--- config.mk ---
export PLATFORM = sky130hd
export DESIGN_NAME = lifo_stack_with_prefix_sum_core
export DESIGN_NICKNAME = d
export VERILOG_FILES = /design/src/lifo_pkg.sv /design/src/lifo_ctrl.sv /design/src/lifo_dpath.sv /design/src/lifo_stack_with_prefix_sum_core.sv
export SDC_FILE = /design/constraint.sdc
export NUM_CORES = 2
export LEC_CHECK = 0
export ABC_AREA = 1
export BUFFER_PORTS_ARGS = -buffer_cell sky130_fd_sc_hd__buf_2
export CORE_AREA = 3 3 291 580
export CTS_CLUSTER_DIAMETER = 120
export CTS_CLUSTER_SIZE = 12
export DETAILED_ROUTE_END_ITERATION = 6
export DIE_AREA = 0 0 294 583
export PLACE_DENSITY = 0.76
export SLEW_MARGIN = 25
export SYNTH_ARGS = -nofsm -noshare
export SYNTH_HDL_FRONTEND = slang
export SYNTH_HIERARCHICAL = 1
export SYNTH_SLANG_ARGS = --single-unit
--- constraint.sdc ---
create_clock -name clock -period 13.9 [get_ports clock]
set_input_delay 2.085 -clock clock [delete_from_list [all_inputs] [get_ports clock]]
set_output_delay 2.085 -clock clock [all_outputs]
set_load 0.02 [all_outputs]
--- src/lifo_pkg.sv ---
// ----------------------------------------------------------------------------
// lifo_pkg
// shared types and constants for the lifo stack with prefix sum
// ----------------------------------------------------------------------------
`default_nettype none

package lifo_pkg;

   localparam int DATA_W      = 32;
   localparam int CNT_W       = 7;
   localparam int IDX_W       = 6;
   localparam int FILL_W      = 7;
   localparam int REQ_TDATA_W = 48;
   localparam int RSP_TDATA_W = 40;

   localparam logic [DATA_W-1:0] EMPTY_WORD = '1;

   typedef enum logic [1:0] {
      OP_PUSH  = 2'd0,
      OP_POP   = 2'd1,
      OP_MULTI = 2'd2,
      OP_SUM   = 2'd3
   } op_type;

   typedef enum logic [1:0] {
      ST_OK    = 2'd0,
      ST_EMPTY = 2'd1,
      ST_FULL  = 2'd2,
      ST_RANGE = 2'd3
   } status_type;

   // controller to datapath
   typedef struct packed {
      logic accept;
      logic pop_load;
      logic sum_issue;
      logic sum_load;
      logic out_load;
   } cmd_type;

   // datapath to controller
   typedef struct packed {
      logic to_pop;
      logic to_sum;
      logic sum_last;
   } stat_type;

endpackage

`default_nettype wire

--- src/lifo_ctrl.sv ---
// ----------------------------------------------------------------------------
// lifo_ctrl
// sequencer for multi-cycle operations and the two result holding stages
// ----------------------------------------------------------------------------
`default_nettype none

module lifo_ctrl (
   input  wire logic               clock,
   input  wire logic               reset,
   input  wire logic               req_tvalid,
   output logic                    req_tready,
   output logic                    rsp_tvalid,
   input  wire logic               rsp_tready,
   input  wire lifo_pkg::stat_type stat,
   output lifo_pkg::cmd_type       cmd
);

   typedef enum logic [3:0] {
      S_IDLE    = 4'b0001,
      S_POP     = 4'b0010,
      S_SUM     = 4'b0100,
      S_SUMLAST = 4'b1000
   } state_type;

   state_type state_ff, state_in;
   logic      pend_valid_ff, pend_valid_in;
   logic      rsp_valid_ff, rsp_valid_in;
   logic      out_free;
   logic      accept;
   logic      imm_done;

   assign out_free   = !rsp_valid_ff || rsp_tready;
   assign req_tready = (state_ff == S_IDLE) && (!pend_valid_ff || out_free);
   assign accept     = req_tvalid && req_tready;
   assign imm_done   = accept && !stat.to_pop && !stat.to_sum;
   assign rsp_tvalid = rsp_valid_ff;

   always_comb begin
      cmd.accept    = accept;
      cmd.pop_load  = (state_ff == S_POP);
      cmd.sum_issue = (state_ff == S_SUM);
      cmd.sum_load  = (state_ff == S_SUMLAST);
      cmd.out_load  = pend_valid_ff && out_free;
   end

   always_comb begin
      state_in = state_ff;
      unique case (state_ff)
         S_IDLE: begin
            if (accept && stat.to_pop) begin
               state_in = S_POP;
            end else if (accept && stat.to_sum) begin
               state_in = S_SUM;
            end
         end
         S_POP: begin
            state_in = S_IDLE;
         end
         S_SUM: begin
            if (stat.sum_last) begin
               state_in = S_SUMLAST;
            end
         end
         S_SUMLAST: begin
            state_in = S_IDLE;
         end
         default: begin
            state_in = S_IDLE;
         end
      endcase
   end

   always_comb begin
      if (imm_done || cmd.pop_load || cmd.sum_load) begin
         pend_valid_in = 1'b1;
      end else if (cmd.out_load) begin
         pend_valid_in = 1'b0;
      end else begin
         pend_valid_in = pend_valid_ff;
      end
      if (cmd.out_load) begin
         rsp_valid_in = 1'b1;
      end else if (rsp_tready) begin
         rsp_valid_in = 1'b0;
      end else begin
         rsp_valid_in = rsp_valid_ff;
      end
   end

   always_ff @(posedge clock) begin
      if (reset) begin
         state_ff      <= S_IDLE;
         pend_valid_ff <= 1'b0;
         rsp_valid_ff  <= 1'b0;
      end else begin
         state_ff      <= state_in;
         pend_valid_ff <= pend_valid_in;
         rsp_valid_ff  <= rsp_valid_in;
      end
   end

endmodule

`default_nettype wire

--- src/lifo_dpath.sv ---
// ----------------------------------------------------------------------------
// lifo_dpath
// stack memory, fill pointer, prefix accumulator and result registers
// ----------------------------------------------------------------------------
`default_nettype none

module lifo_dpath #(
   parameter int DEPTH = 64
) (
   input  wire logic                           clock,
   input  wire logic                           reset,
   input  wire lifo_pkg::cmd_type              cmd,
   output lifo_pkg::stat_type                  stat,
   input  wire logic [1:0]                     opcode,
   input  wire logic [lifo_pkg::DATA_W-1:0]    push_value,
   input  wire logic [lifo_pkg::CNT_W-1:0]     drop_count,
   input  wire logic [lifo_pkg::IDX_W-1:0]     sum_index,
   output logic      [lifo_pkg::DATA_W-1:0]    result_value,
   output logic      [1:0]                     status,
   output logic      [lifo_pkg::FILL_W-1:0]    fill_level
);

   localparam int AW     = (DEPTH > 1) ? $clog2(DEPTH) : 1;
   localparam int PTR_W  = $clog2(DEPTH + 1);
   localparam int CMP_W  = (PTR_W > lifo_pkg::CNT_W) ? PTR_W : lifo_pkg::CNT_W;
   localparam int DATA_W = lifo_pkg::DATA_W;
   localparam int FILL_W = lifo_pkg::FILL_W;

   logic [DATA_W-1:0] mem [DEPTH];

   logic [PTR_W-1:0]  ptr_ff, ptr_in;
   logic [PTR_W-1:0]  ptr_dec;
   logic [AW-1:0]     cnt_ff, cnt_in;
   logic [AW-1:0]     idx_ff, idx_in;
   logic [DATA_W-1:0] acc_ff, acc_in;
   logic [DATA_W-1:0] rdata_ff;
   logic [DATA_W-1:0] pend_res_ff, pend_res_in;
   logic [1:0]        pend_st_ff, pend_st_in;
   logic [FILL_W-1:0] pend_fill_ff, pend_fill_in;
   logic [DATA_W-1:0] out_res_ff;
   logic [1:0]        out_st_ff;
   logic [FILL_W-1:0] out_fill_ff;

   logic              full, empty, out_range;
   logic [CMP_W-1:0]  ptr_ext, cnt_ext, idx_ext;
   logic              wr_en, rd_en;
   logic [AW-1:0]     rd_addr;
   logic [DATA_W-1:0] imm_res;
   logic [1:0]        imm_st;
   logic              pend_load;

   assign ptr_dec   = ptr_ff - 1'b1;
   assign full      = (ptr_ff == PTR_W'(DEPTH));
   assign empty     = (ptr_ff == '0);
   assign ptr_ext   = CMP_W'(ptr_ff);
   assign cnt_ext   = CMP_W'(drop_count);
   assign idx_ext   = CMP_W'(sum_index);
   assign out_range = (idx_ext >= ptr_ext);

   always_comb begin
      stat.to_pop   = (lifo_pkg::op_type'(opcode) == lifo_pkg::OP_POP) && !empty;
      stat.to_sum   = (lifo_pkg::op_type'(opcode) == lifo_pkg::OP_SUM) && !out_range;
      stat.sum_last = (cnt_ff == idx_ff);
   end

   always_comb begin
      ptr_in  = ptr_ff;
      cnt_in  = cnt_ff;
      idx_in  = idx_ff;
      acc_in  = acc_ff;
      wr_en   = 1'b0;
      rd_en   = 1'b0;
      rd_addr = cnt_ff;
      imm_res = '0;
      imm_st  = lifo_pkg::ST_OK;
      if (cmd.accept) begin
         unique case (lifo_pkg::op_type'(opcode))
            lifo_pkg::OP_PUSH: begin
               if (full) begin
                  imm_st = lifo_pkg::ST_FULL;
               end else begin
                  wr_en  = 1'b1;
                  ptr_in = ptr_ff + 1'b1;
               end
            end
            lifo_pkg::OP_POP: begin
               if (empty) begin
                  imm_res = lifo_pkg::EMPTY_WORD;
                  imm_st  = lifo_pkg::ST_EMPTY;
               end else begin
                  rd_en   = 1'b1;
                  rd_addr = ptr_dec[AW-1:0];
                  ptr_in  = ptr_dec;
               end
            end
            lifo_pkg::OP_MULTI: begin
               // clip at empty
               ptr_in = (cnt_ext > ptr_ext) ? '0 : PTR_W'(ptr_ext - cnt_ext);
            end
            lifo_pkg::OP_SUM: begin
               if (out_range) begin
                  imm_st = lifo_pkg::ST_RANGE;
               end else begin
                  cnt_in = '0;
                  acc_in = '0;
                  idx_in = AW'(sum_index);
               end
            end
            default: begin
               imm_st = lifo_pkg::ST_OK;
            end
         endcase
      end
      if (cmd.sum_issue) begin
         // read data is registered and arrives in the cycle after its address
         rd_en   = 1'b1;
         rd_addr = cnt_ff;
         cnt_in  = cnt_ff + 1'b1;
         acc_in  = (cnt_ff == '0) ? acc_ff : acc_ff + rdata_ff;
      end
   end

   always_comb begin
      pend_load    = 1'b1;
      pend_res_in  = pend_res_ff;
      pend_st_in   = pend_st_ff;
      pend_fill_in = pend_fill_ff;
      if (cmd.pop_load) begin
         pend_res_in  = rdata_ff;
         pend_st_in   = lifo_pkg::ST_OK;
         pend_fill_in = FILL_W'(ptr_ff);
      end else if (cmd.sum_load) begin
         pend_res_in  = acc_ff + rdata_ff;
         pend_st_in   = lifo_pkg::ST_OK;
         pend_fill_in = FILL_W'(ptr_ff);
      end else if (cmd.accept && !stat.to_pop && !stat.to_sum) begin
         pend_res_in  = imm_res;
         pend_st_in   = imm_st;
         pend_fill_in = FILL_W'(ptr_in);
      end else begin
         pend_load    = 1'b0;
      end
   end

   always_ff @(posedge clock) begin
      if (wr_en) begin
         mem[ptr_ff[AW-1:0]] <= push_value;
      end
      if (rd_en) begin
         rdata_ff <= mem[rd_addr];
      end
   end

   always_ff @(posedge clock) begin
      if (reset) begin
         ptr_ff <= '0;
      end else begin
         ptr_ff <= ptr_in;
      end
   end

   always_ff @(posedge clock) begin
      cnt_ff <= cnt_in;
      idx_ff <= idx_in;
      acc_ff <= acc_in;
      if (pend_load) begin
         pend_res_ff  <= pend_res_in;
         pend_st_ff   <= pend_st_in;
         pend_fill_ff <= pend_fill_in;
      end
      if (cmd.out_load) begin
         out_res_ff  <= pend_res_ff;
         out_st_ff   <= pend_st_ff;
         out_fill_ff <= pend_fill_ff;
      end
   end

   assign result_value = out_res_ff;
   assign status       = out_st_ff;
   assign fill_level   = out_fill_ff;

endmodule

`default_nettype wire

--- src/lifo_stack_with_prefix_sum_core.sv ---
// ----------------------------------------------------------------------------
// lifo_stack_with_prefix_sum_core
// fixed-depth lifo of signed 32-bit words with push, pop, multi-pop and
// prefix sum, one result transaction per request transaction
// ----------------------------------------------------------------------------
//
// channel  direction  tdata (low bit up)                     tuser
// req      in         push_value, drop_count, sum_index      opcode
// rsp      out        result_value, fill_level               status
//
// push, multi-pop, empty pop, full push and out-of-range sum finish at acceptance
// pop: waits in S_POP, set by the registered read port of the stack memory
// prefix sum: runs through S_SUM and S_SUMLAST, one memory read per entry summed
// a finished result sits in a holding stage and then in the output register,
// so requests keep flowing while rsp_tready is low until both are occupied
// synchronous active-high reset clears the fill pointer and handshake state;
// memory contents stay undefined and are only read below the fill pointer
//
`default_nettype none

module lifo_stack_with_prefix_sum_core #(
   parameter int DEPTH = 64
) (
   input  wire logic                                 clock,
   input  wire logic                                 reset,
   // request channel
   input  wire logic                                 req_tvalid,
   output logic                                      req_tready,
   // push_value[31:0], drop_count[38:32], sum_index[44:39], zero fill
   input  wire logic [lifo_pkg::REQ_TDATA_W-1:0]     req_tdata,
   // opcode[1:0]
   input  wire logic [1:0]                           req_tuser,
   // response channel
   output logic                                      rsp_tvalid,
   input  wire logic                                 rsp_tready,
   // result_value[31:0], fill_level[38:32], zero fill
   output logic      [lifo_pkg::RSP_TDATA_W-1:0]     rsp_tdata,
   // status[1:0]
   output logic      [1:0]                           rsp_tuser
);

   localparam int DATA_W = lifo_pkg::DATA_W;
   localparam int CNT_W  = lifo_pkg::CNT_W;
   localparam int IDX_W  = lifo_pkg::IDX_W;
   localparam int FILL_W = lifo_pkg::FILL_W;
   localparam int PAD_W  = lifo_pkg::RSP_TDATA_W - DATA_W - FILL_W;

   lifo_pkg::cmd_type  cmd;
   lifo_pkg::stat_type stat;

   logic [DATA_W-1:0] result_value;
   logic [1:0]        status;
   logic [FILL_W-1:0] fill_level;

   // sequencing and handshake
   lifo_ctrl u_ctrl (
      .clock      (clock),
      .reset      (reset),
      .req_tvalid (req_tvalid),
      .req_tready (req_tready),
      .rsp_tvalid (rsp_tvalid),
      .rsp_tready (rsp_tready),
      .stat       (stat),
      .cmd        (cmd)
   );

   // stack storage and arithmetic
   lifo_dpath #(
      .DEPTH (DEPTH)
   ) u_dpath (
      .clock        (clock),
      .reset        (reset),
      .cmd          (cmd),
      .stat         (stat),
      .opcode       (req_tuser),
      .push_value   (req_tdata[DATA_W-1:0]),
      .drop_count   (req_tdata[DATA_W+CNT_W-1:DATA_W]),
      .sum_index    (req_tdata[DATA_W+CNT_W+IDX_W-1:DATA_W+CNT_W]),
      .result_value (result_value),
      .status       (status),
      .fill_level   (fill_level)
   );

   assign rsp_tdata = {{PAD_W{1'b0}}, fill_level, result_value};
   assign rsp_tuser = status;

endmodule

`default_nettype wire

# Yosys cells after proc, flatten, opt, wreduce, memory -nomap -nowiden
# Memory sizes are Yosys's and may differ from the RTL's. A register that Yosys moved wholly into a read port is not among the register bits.
# Cells that the tools add are included.
# W data, S select, Z words.
dict set report word_totals {
  reg_bits 139
  mem_bits_rw 2048
  inputBits 54
  out_inout_bits 44
  word_cells 121
  mem_count 1
}
dict set report classes {
  add_sub_neg 5
  order_cmp 2
  eq_ne 13
  mux 53
  n_bitwise 1
  reduce_logical 33
}
# memory words word_bits rd rd_ports_with_merged_regs write_ports line_no
set memory_table {}
lappend memory_table {u_dpath.mem 64 32 1 1 1 lifo_dpath.sv:29} ;# logic [DATA_W-1:0] mem [DEPTH];
# op n
set ops {}
lappend ops {{$mux W32} 11}
lappend ops {{$mux W7} 7}
lappend ops {{$mux W6} 8}
lappend ops {{$add A32 B32 Y32} 1}
lappend ops {{$pmux W7 S3} 1}
lappend ops {{$mux W1} 17}
lappend ops {{$mux W4} 3}
lappend ops {{$logic_and A1 B1 Y1} 9}
lappend ops {{$mux W2} 4}
lappend ops {{$pmux W4 S2} 1}
lappend ops {{$reduce_bool A2 Y1} 4}
lappend ops {{$add A7 B1 Y7 const B} 1}
lappend ops {{$eq A7 B7 Y1 const B} 1}
lappend ops {{$ge A6 B7 Y1} 1}
lappend ops {{$gt A7 B7 Y1} 1}
lappend ops {{$logic_not A7 Y1} 1}
lappend ops {{$sub A7 B1 Y7 const B} 1}
lappend ops {{$sub A7 B7 Y7} 1}
lappend ops {{$add A6 B1 Y6 const B} 1}
lappend ops {{$eq A6 B6 Y1} 1}
lappend ops {{$logic_not A1 Y1} 6}
lappend ops {{$logic_not A6 Y1} 1}
lappend ops {{$pmux W2 S3} 1}
lappend ops {{$reduce_and A3 Y1} 2}
lappend ops {{16 further kinds} 22}

# Logic depth before layout (Yosys ltp)
dict set report logic_depth {
  ltp_word 11
  mapped_depth 20
  depth_no_buf 17
}

# Modules after synthesis
# Netlist, hierarchy kept.
# mod instances cells_per_inst area_per_inst_um2 seq_area_each_um2
set modules_own_cells {}
lappend modules_own_cells {lifo_dpath 1 9553 98394.4 66383.7}
lappend modules_own_cells {lifo_ctrl 1 46 321.6 120.1}
lappend modules_own_cells {lifo_stack_with_prefix_sum_core 1 2 11.3 0.0}

# Worst setup path after synthesis
# OpenSTA, ideal clock, no wires.
dict set report synth_timing {
  path_type {input -> register}
  from {input req_tdata[41] in the netlist's numbering}
  to {register u_dpath.pend_fill_ff[0], enable pin}
  setup_time_ps 501
  arrival_ps 5911
  required_ps 13399
  path_slack_ps 7488
  stages 7
  path_buffers 0
  cell_sequence {ha_1 -> nand2_1 -> o21ai_0 -> nand4_1 -> o211ai_1 -> nor2_1 -> o31ai_1}
}
# element line_no
set synth_lines {}
lappend synth_lines {{start: declaration} lifo_stack_with_prefix_sum_core.sv:30} ;# input wire logic [lifo_pkg::REQ_TDATA_W-1:0] req_tdata,
lappend synth_lines {{end signal: assignment} lifo_dpath.sv:169} ;# pend_fill_ff <= pend_fill_in;
lappend synth_lines {{end: declaration} lifo_dpath.sv:39} ;# logic [FILL_W-1:0] pend_fill_ff, pend_fill_in;

==> results <==
- For the worst flop-to-flop path, the logic depth is 17.
- Data arrives at the worst endpoint at 7.56 ns.
- The sequential standard cell area is between 0.06 and 0.07 mm2.
- Of all nets on the critical path, the largest fanout is just over 80.
- Timing would allow up to 143 MHz.
- The post-route minimum period is around 7.0 ns.
- The cell accounting for the most synthesized area is sky130_fd_sc_hd__edfxtp_1.
- After detailed routing, the average wire length per cell comes to 22.5 um.
- Synthesis handed over a netlist of 9601 instances.
- The main combinational cell family by area after synthesis is simple AND/OR/NAND/NOR gates.
- For hold timing, the worst endpoint is u_dpath/result_value[4]$_DFFE_PP_.
- The quantity of hold-fixing buffers added after cts is 0.
- The remaining antenna violation count is 0.
- The overall power is about 16 mW.
- The die boundary width is 294 um.
- The worst-case clock skew is 0.0294 ns.
- The total clock sinks is 2219.
- The portion of synthesized area spent on multiplexers is 0.
- The number of instances resized during post-cts repair is 0.
- The portion of synthesized cell area occupied by the leading cell type is 0.671.
- Across all hold checks on the routed design, the worst slack comes to 0.418 ns.
- The transition time of the tightest slew-check pin is 1.10 ns.
- The region available for standard cell placement spans 0.165 mm2.
- The via density per instance is around 5.9.
- In this run the number of H-tree levels came out at 4.
- The total number of vias is 69400.
- The total I/O pin count is around 100.
- The area of the mapped netlist is 0.0987 mm2.
- The pin count of the biggest net entering global routing is ~210.
- Global routing finished with a remaining overflow of 0.
- For this run, the post-layout net count is just under 10000.
- The total power density per cell area is 151 mW/mm2.
- In this run the worst hold path is classified as reg -> reg.
- Of the total synthesized cell area, the portion taken by full adders, half adders and majority gates is 0.00649.
- The via count of the first global-routing pass is 69400.
- The initial antenna violation count is 10.
- The global-route wire length before repair is 393 mm.
- Of the total synthesized cell area, the portion taken by XOR and XNOR cells is 0.00248.
- The remaining routing DRC violations is 0.
- The number of warnings reported in the yosys synthesis log is 6.
- The timing startpoint of the critical path is rsp_tready.
- The critical path required time is 14.45 ns.
- The number of pins with negative max-slew slack in the final report is 0.
- The capture point of the worst reg-to-reg path is u_dpath/rdata_ff[27]$_DFFE_PP_.
- The normalized max-slew margin is 0.264.
- The internal reg-to-reg setup slack is 7.38 ns.
- The clock tree from TritonCTS is done.
- The number of port buffers is slightly above 90.
- The final count of negative-setup-slack endpoints is 0.
- The synthesized net count is 9705.
- Buffers inserted during clock tree synthesis total 210.
- The worst setup path is of the in -> reg kind.
- The clock-pin slew of the registers on the worst-case setup and hold paths is ~0.06 ns.
- The HPWL after detailed placement is 153 mm.
- The die is 583 um tall.
- The most common cell in the synthesized netlist is sky130_fd_sc_hd__edfxtp_1.
- The startpoint of the lowest-slack register-to-register path is u_ctrl/state_ff[0]$_SDFFE_PP1P_.
- The cell sitting at the root of the clock tree is a sky130_fd_sc_hd__clkbuf_16.
- Setup repair after global routing left no endpoint under its margin.
- The number of DRC markers after the initial detailed-route iteration is just over 7000.
- Counting flops and latches in the post-synthesis netlist gives 2219.
- The wire length reported by the detailed router is between 200 and 300 mm.
- For this run, asynchronously set or reset flops after synthesis account for 0.
- The final hold violation count is 0.
- The average instance in the mapped netlist occupies 10.3 um2.
- For this run, the total global-route usage over all layers was measured as 0.303.
- The sequential element share of the synthesized area is 0.674.
- The leakage dissipation is 45.1 nW.
- Yosys mapped a number of flops with a built-in enable equal to 2206.
- Post-CTS timing repair inserted 0 buffers for setup.
- The startpoint of the worst hold path is u_dpath/pend_res_ff[4]$_DFFE_PP_.
- The maximum number of buffers from clock root to sink is 4.
- The setup total negative slack is 0 ns.
- After synthesis, the cell types taking the most area are sky130_fd_sc_hd__edfxtp_1, sky130_fd_sc_hd__nand3_1, sky130_fd_sc_hd__nand2_1.
- The worst hold path was traced through 0 stages.
- The worst vdd rail ir drop is 0.0984 mV.
- The most frequently used flop master after synthesis is sky130_fd_sc_hd__edfxtp_1.
- The first detailed-routing pass ran for 6 iterations.
- The die area is 0.171 mm2.
- Dividing the final minimum period by the clock period gives 0.504.
- The compound-cell area share of the yosys netlist was 0.00967.
- After filler insertion, the fill cell instance count of the layout stands at 11700.
- The number of distinct standard cells referenced by the synthesized netlist is 50.
- The area share of and/or/nand/nor cells after synthesis is 0.206.
- For this configuration, the core starts out at a cell density of 0.598.
- The clock latency on the worst-skew pair is ~0.83 ns.
- The critical path startpoint category is an input port.
- The final standard cell count with taps included and fillers excluded is 11700.
- Max-cap violations in this run came to 0.
- The final estimated routing congestion in global placement is roughly 0.94.
- The flow ran to the end, and the final reports show no timing, DRC or antenna violations.
- The worst setup path is captured at a flop.
- Sorting the synthesized cells by how often they occur yields sky130_fd_sc_hd__edfxtp_1, sky130_fd_sc_hd__nand3_1, sky130_fd_sc_hd__nand2_1.
- Summing all multi-input logic gate instances after layout gives ~0.023 mm2.
- Counting tap cells, the placed design contains a total of 11500 instances.
- The layout cell share with drive strength beyond 1 is 0.0607.
- The signed area change from the synthesized netlist to the final layout is 8.23%.
- After floorplanning, the core was divided into around 210 placement rows.
## stage by stage
stage                      util  setup WS [ns]  cell area [um2]
after global placement    0.613           6.35           101000
after detailed placement  0.614           6.33           101000
after CTS                 0.647           7.20           107000
after floorplan               -           7.49            98700
after global routing      0.648           6.81           107000
final                     0.648           6.89           107000
## worst max-delay path, stage by stage
cell	delay, ns
sky130_fd_sc_hd__buf_2	0.08
sky130_fd_sc_hd__inv_1	0.07
sky130_fd_sc_hd__nand3_1	0.15
sky130_fd_sc_hd__inv_1	0.10
sky130_fd_sc_hd__nor3b_2	0.41
sky130_fd_sc_hd__nand2_2	0.23
sky130_fd_sc_hd__nor2_4	0.29
sky130_fd_sc_hd__nand2_4	0.15
sky130_fd_sc_hd__nand2_1	0.13
sky130_fd_sc_hd__nand2_4	0.34
sky130_fd_sc_hd__inv_8	0.68
sky130_fd_sc_hd__buf_4	0.65
sky130_fd_sc_hd__buf_4	0.89
sky130_fd_sc_hd__nand3_1	0.19
sky130_fd_sc_hd__nand3_1	0.16
sky130_fd_sc_hd__nand3_1	0.15
sky130_fd_sc_hd__nand3_1	0.34
sky130_fd_sc_hd__nand2_1	0.19
## placed cells by master, fill, tap and decap left out, drive strengths merged
master and n:
clkbuf 224, nand4 23, dfxtp 13, a21oi 80, conb 1, o21a 9, o31ai 1, nand2 2153
clkinv 1, or2 13, a22oi 1, nand3b 4, a21o 6, o21ai 50, xnor2 13, fa 2
a21boi 1, a211o 1, a31oi 2, ha 48, o21bai 2, nor3b 1, a41o 1, o211ai 2
nand2b 1, o31a 1, xor2 15, buf 242, nand3 2205, edfxtp 2206, a211oi 3, diode 6
nor4 4, o221ai 2, o311ai 1, o22ai 6, nor3 15, nor2 203, inv 2026, a31o 1
## report_power, final
group	internal (mW)	switching (mW)	total, mW
Clock	2.70	2.25	4.95
Combinational	0.919	2.65	3.57
Sequential	7.55	0.0700	7.62
## state kept, by name (all words and copies together) (netlist names)
register              flops
u_ctrl/rsp_tvalid         1
u_dpath/fill_level        7
u_dpath/rdata_ff         32
u_dpath/idx_ff            6
u_dpath/pend_fill_ff      7
u_dpath/status            2
u_dpath/ptr_ext           7
u_dpath/acc_ff           32
u_dpath/pend_st_ff        2
u_dpath/pend_res_ff      32
u_dpath/result_value     32
u_dpath/mem            2048
u_ctrl/state_ff           4
u_dpath/cnt_ff            6
u_ctrl/pend_valid_ff      1
## how the worst max path moves through the flow
stage                                             end  slack [ns]  depth (start not counted)
floorplan           u_dpath/pend_fill_ff[0]$_DFFE_PP_        7.49                          7
global placement       u_dpath/rdata_ff[27]$_DFFE_PP_        6.35                         18
detailed placement     u_dpath/rdata_ff[27]$_DFFE_PP_        6.33                         18
CTS                    u_dpath/rdata_ff[27]$_DFFE_PP_        7.20                         18
global route           u_dpath/rdata_ff[27]$_DFFE_PP_        6.81                         18
finish                 u_dpath/rdata_ff[27]$_DFFE_PP_        6.89                         18
## layer usage
| metal | GRT usage | share of wire | vias up |
|---|---|---|---|
| li1 | - | - | 31100 |
| met1 | 0.332 | 0.32 | 33000 |
| met2 | 0.541 | 0.51 | 4179 |
| met3 | 0.0420 | 0.092 | 1179 |
| met4 | 0.210 | 0.076 | 0 |
| met5 | 0 | 0 | - |
## kinds of logic after synthesis
kind of cell | Yosys count
AOI/OAI and AO/OA | 170
and+or+nand+nor | 4622
other | 1
xor gates and xnor gates | 28
DFF | 2219
buffers and inverters | 2511
adders and majority gates | 50
## final cells by class
type | count | share of cell area
Timing Repair Buffer | 242 | 0.0168
Clock buffer | 224 | 0.0505
Multi-Input combinational cell | 4871 | 0.214
Tap cell | 2130 | 0.0249
Antenna cell | 6 | 0.000141
Sequential cell | 2219 | 0.622
Inverter | 2024 | 0.0713
Clock inverter | 3 | 0.000422
(Power assumes the default switching activity.)
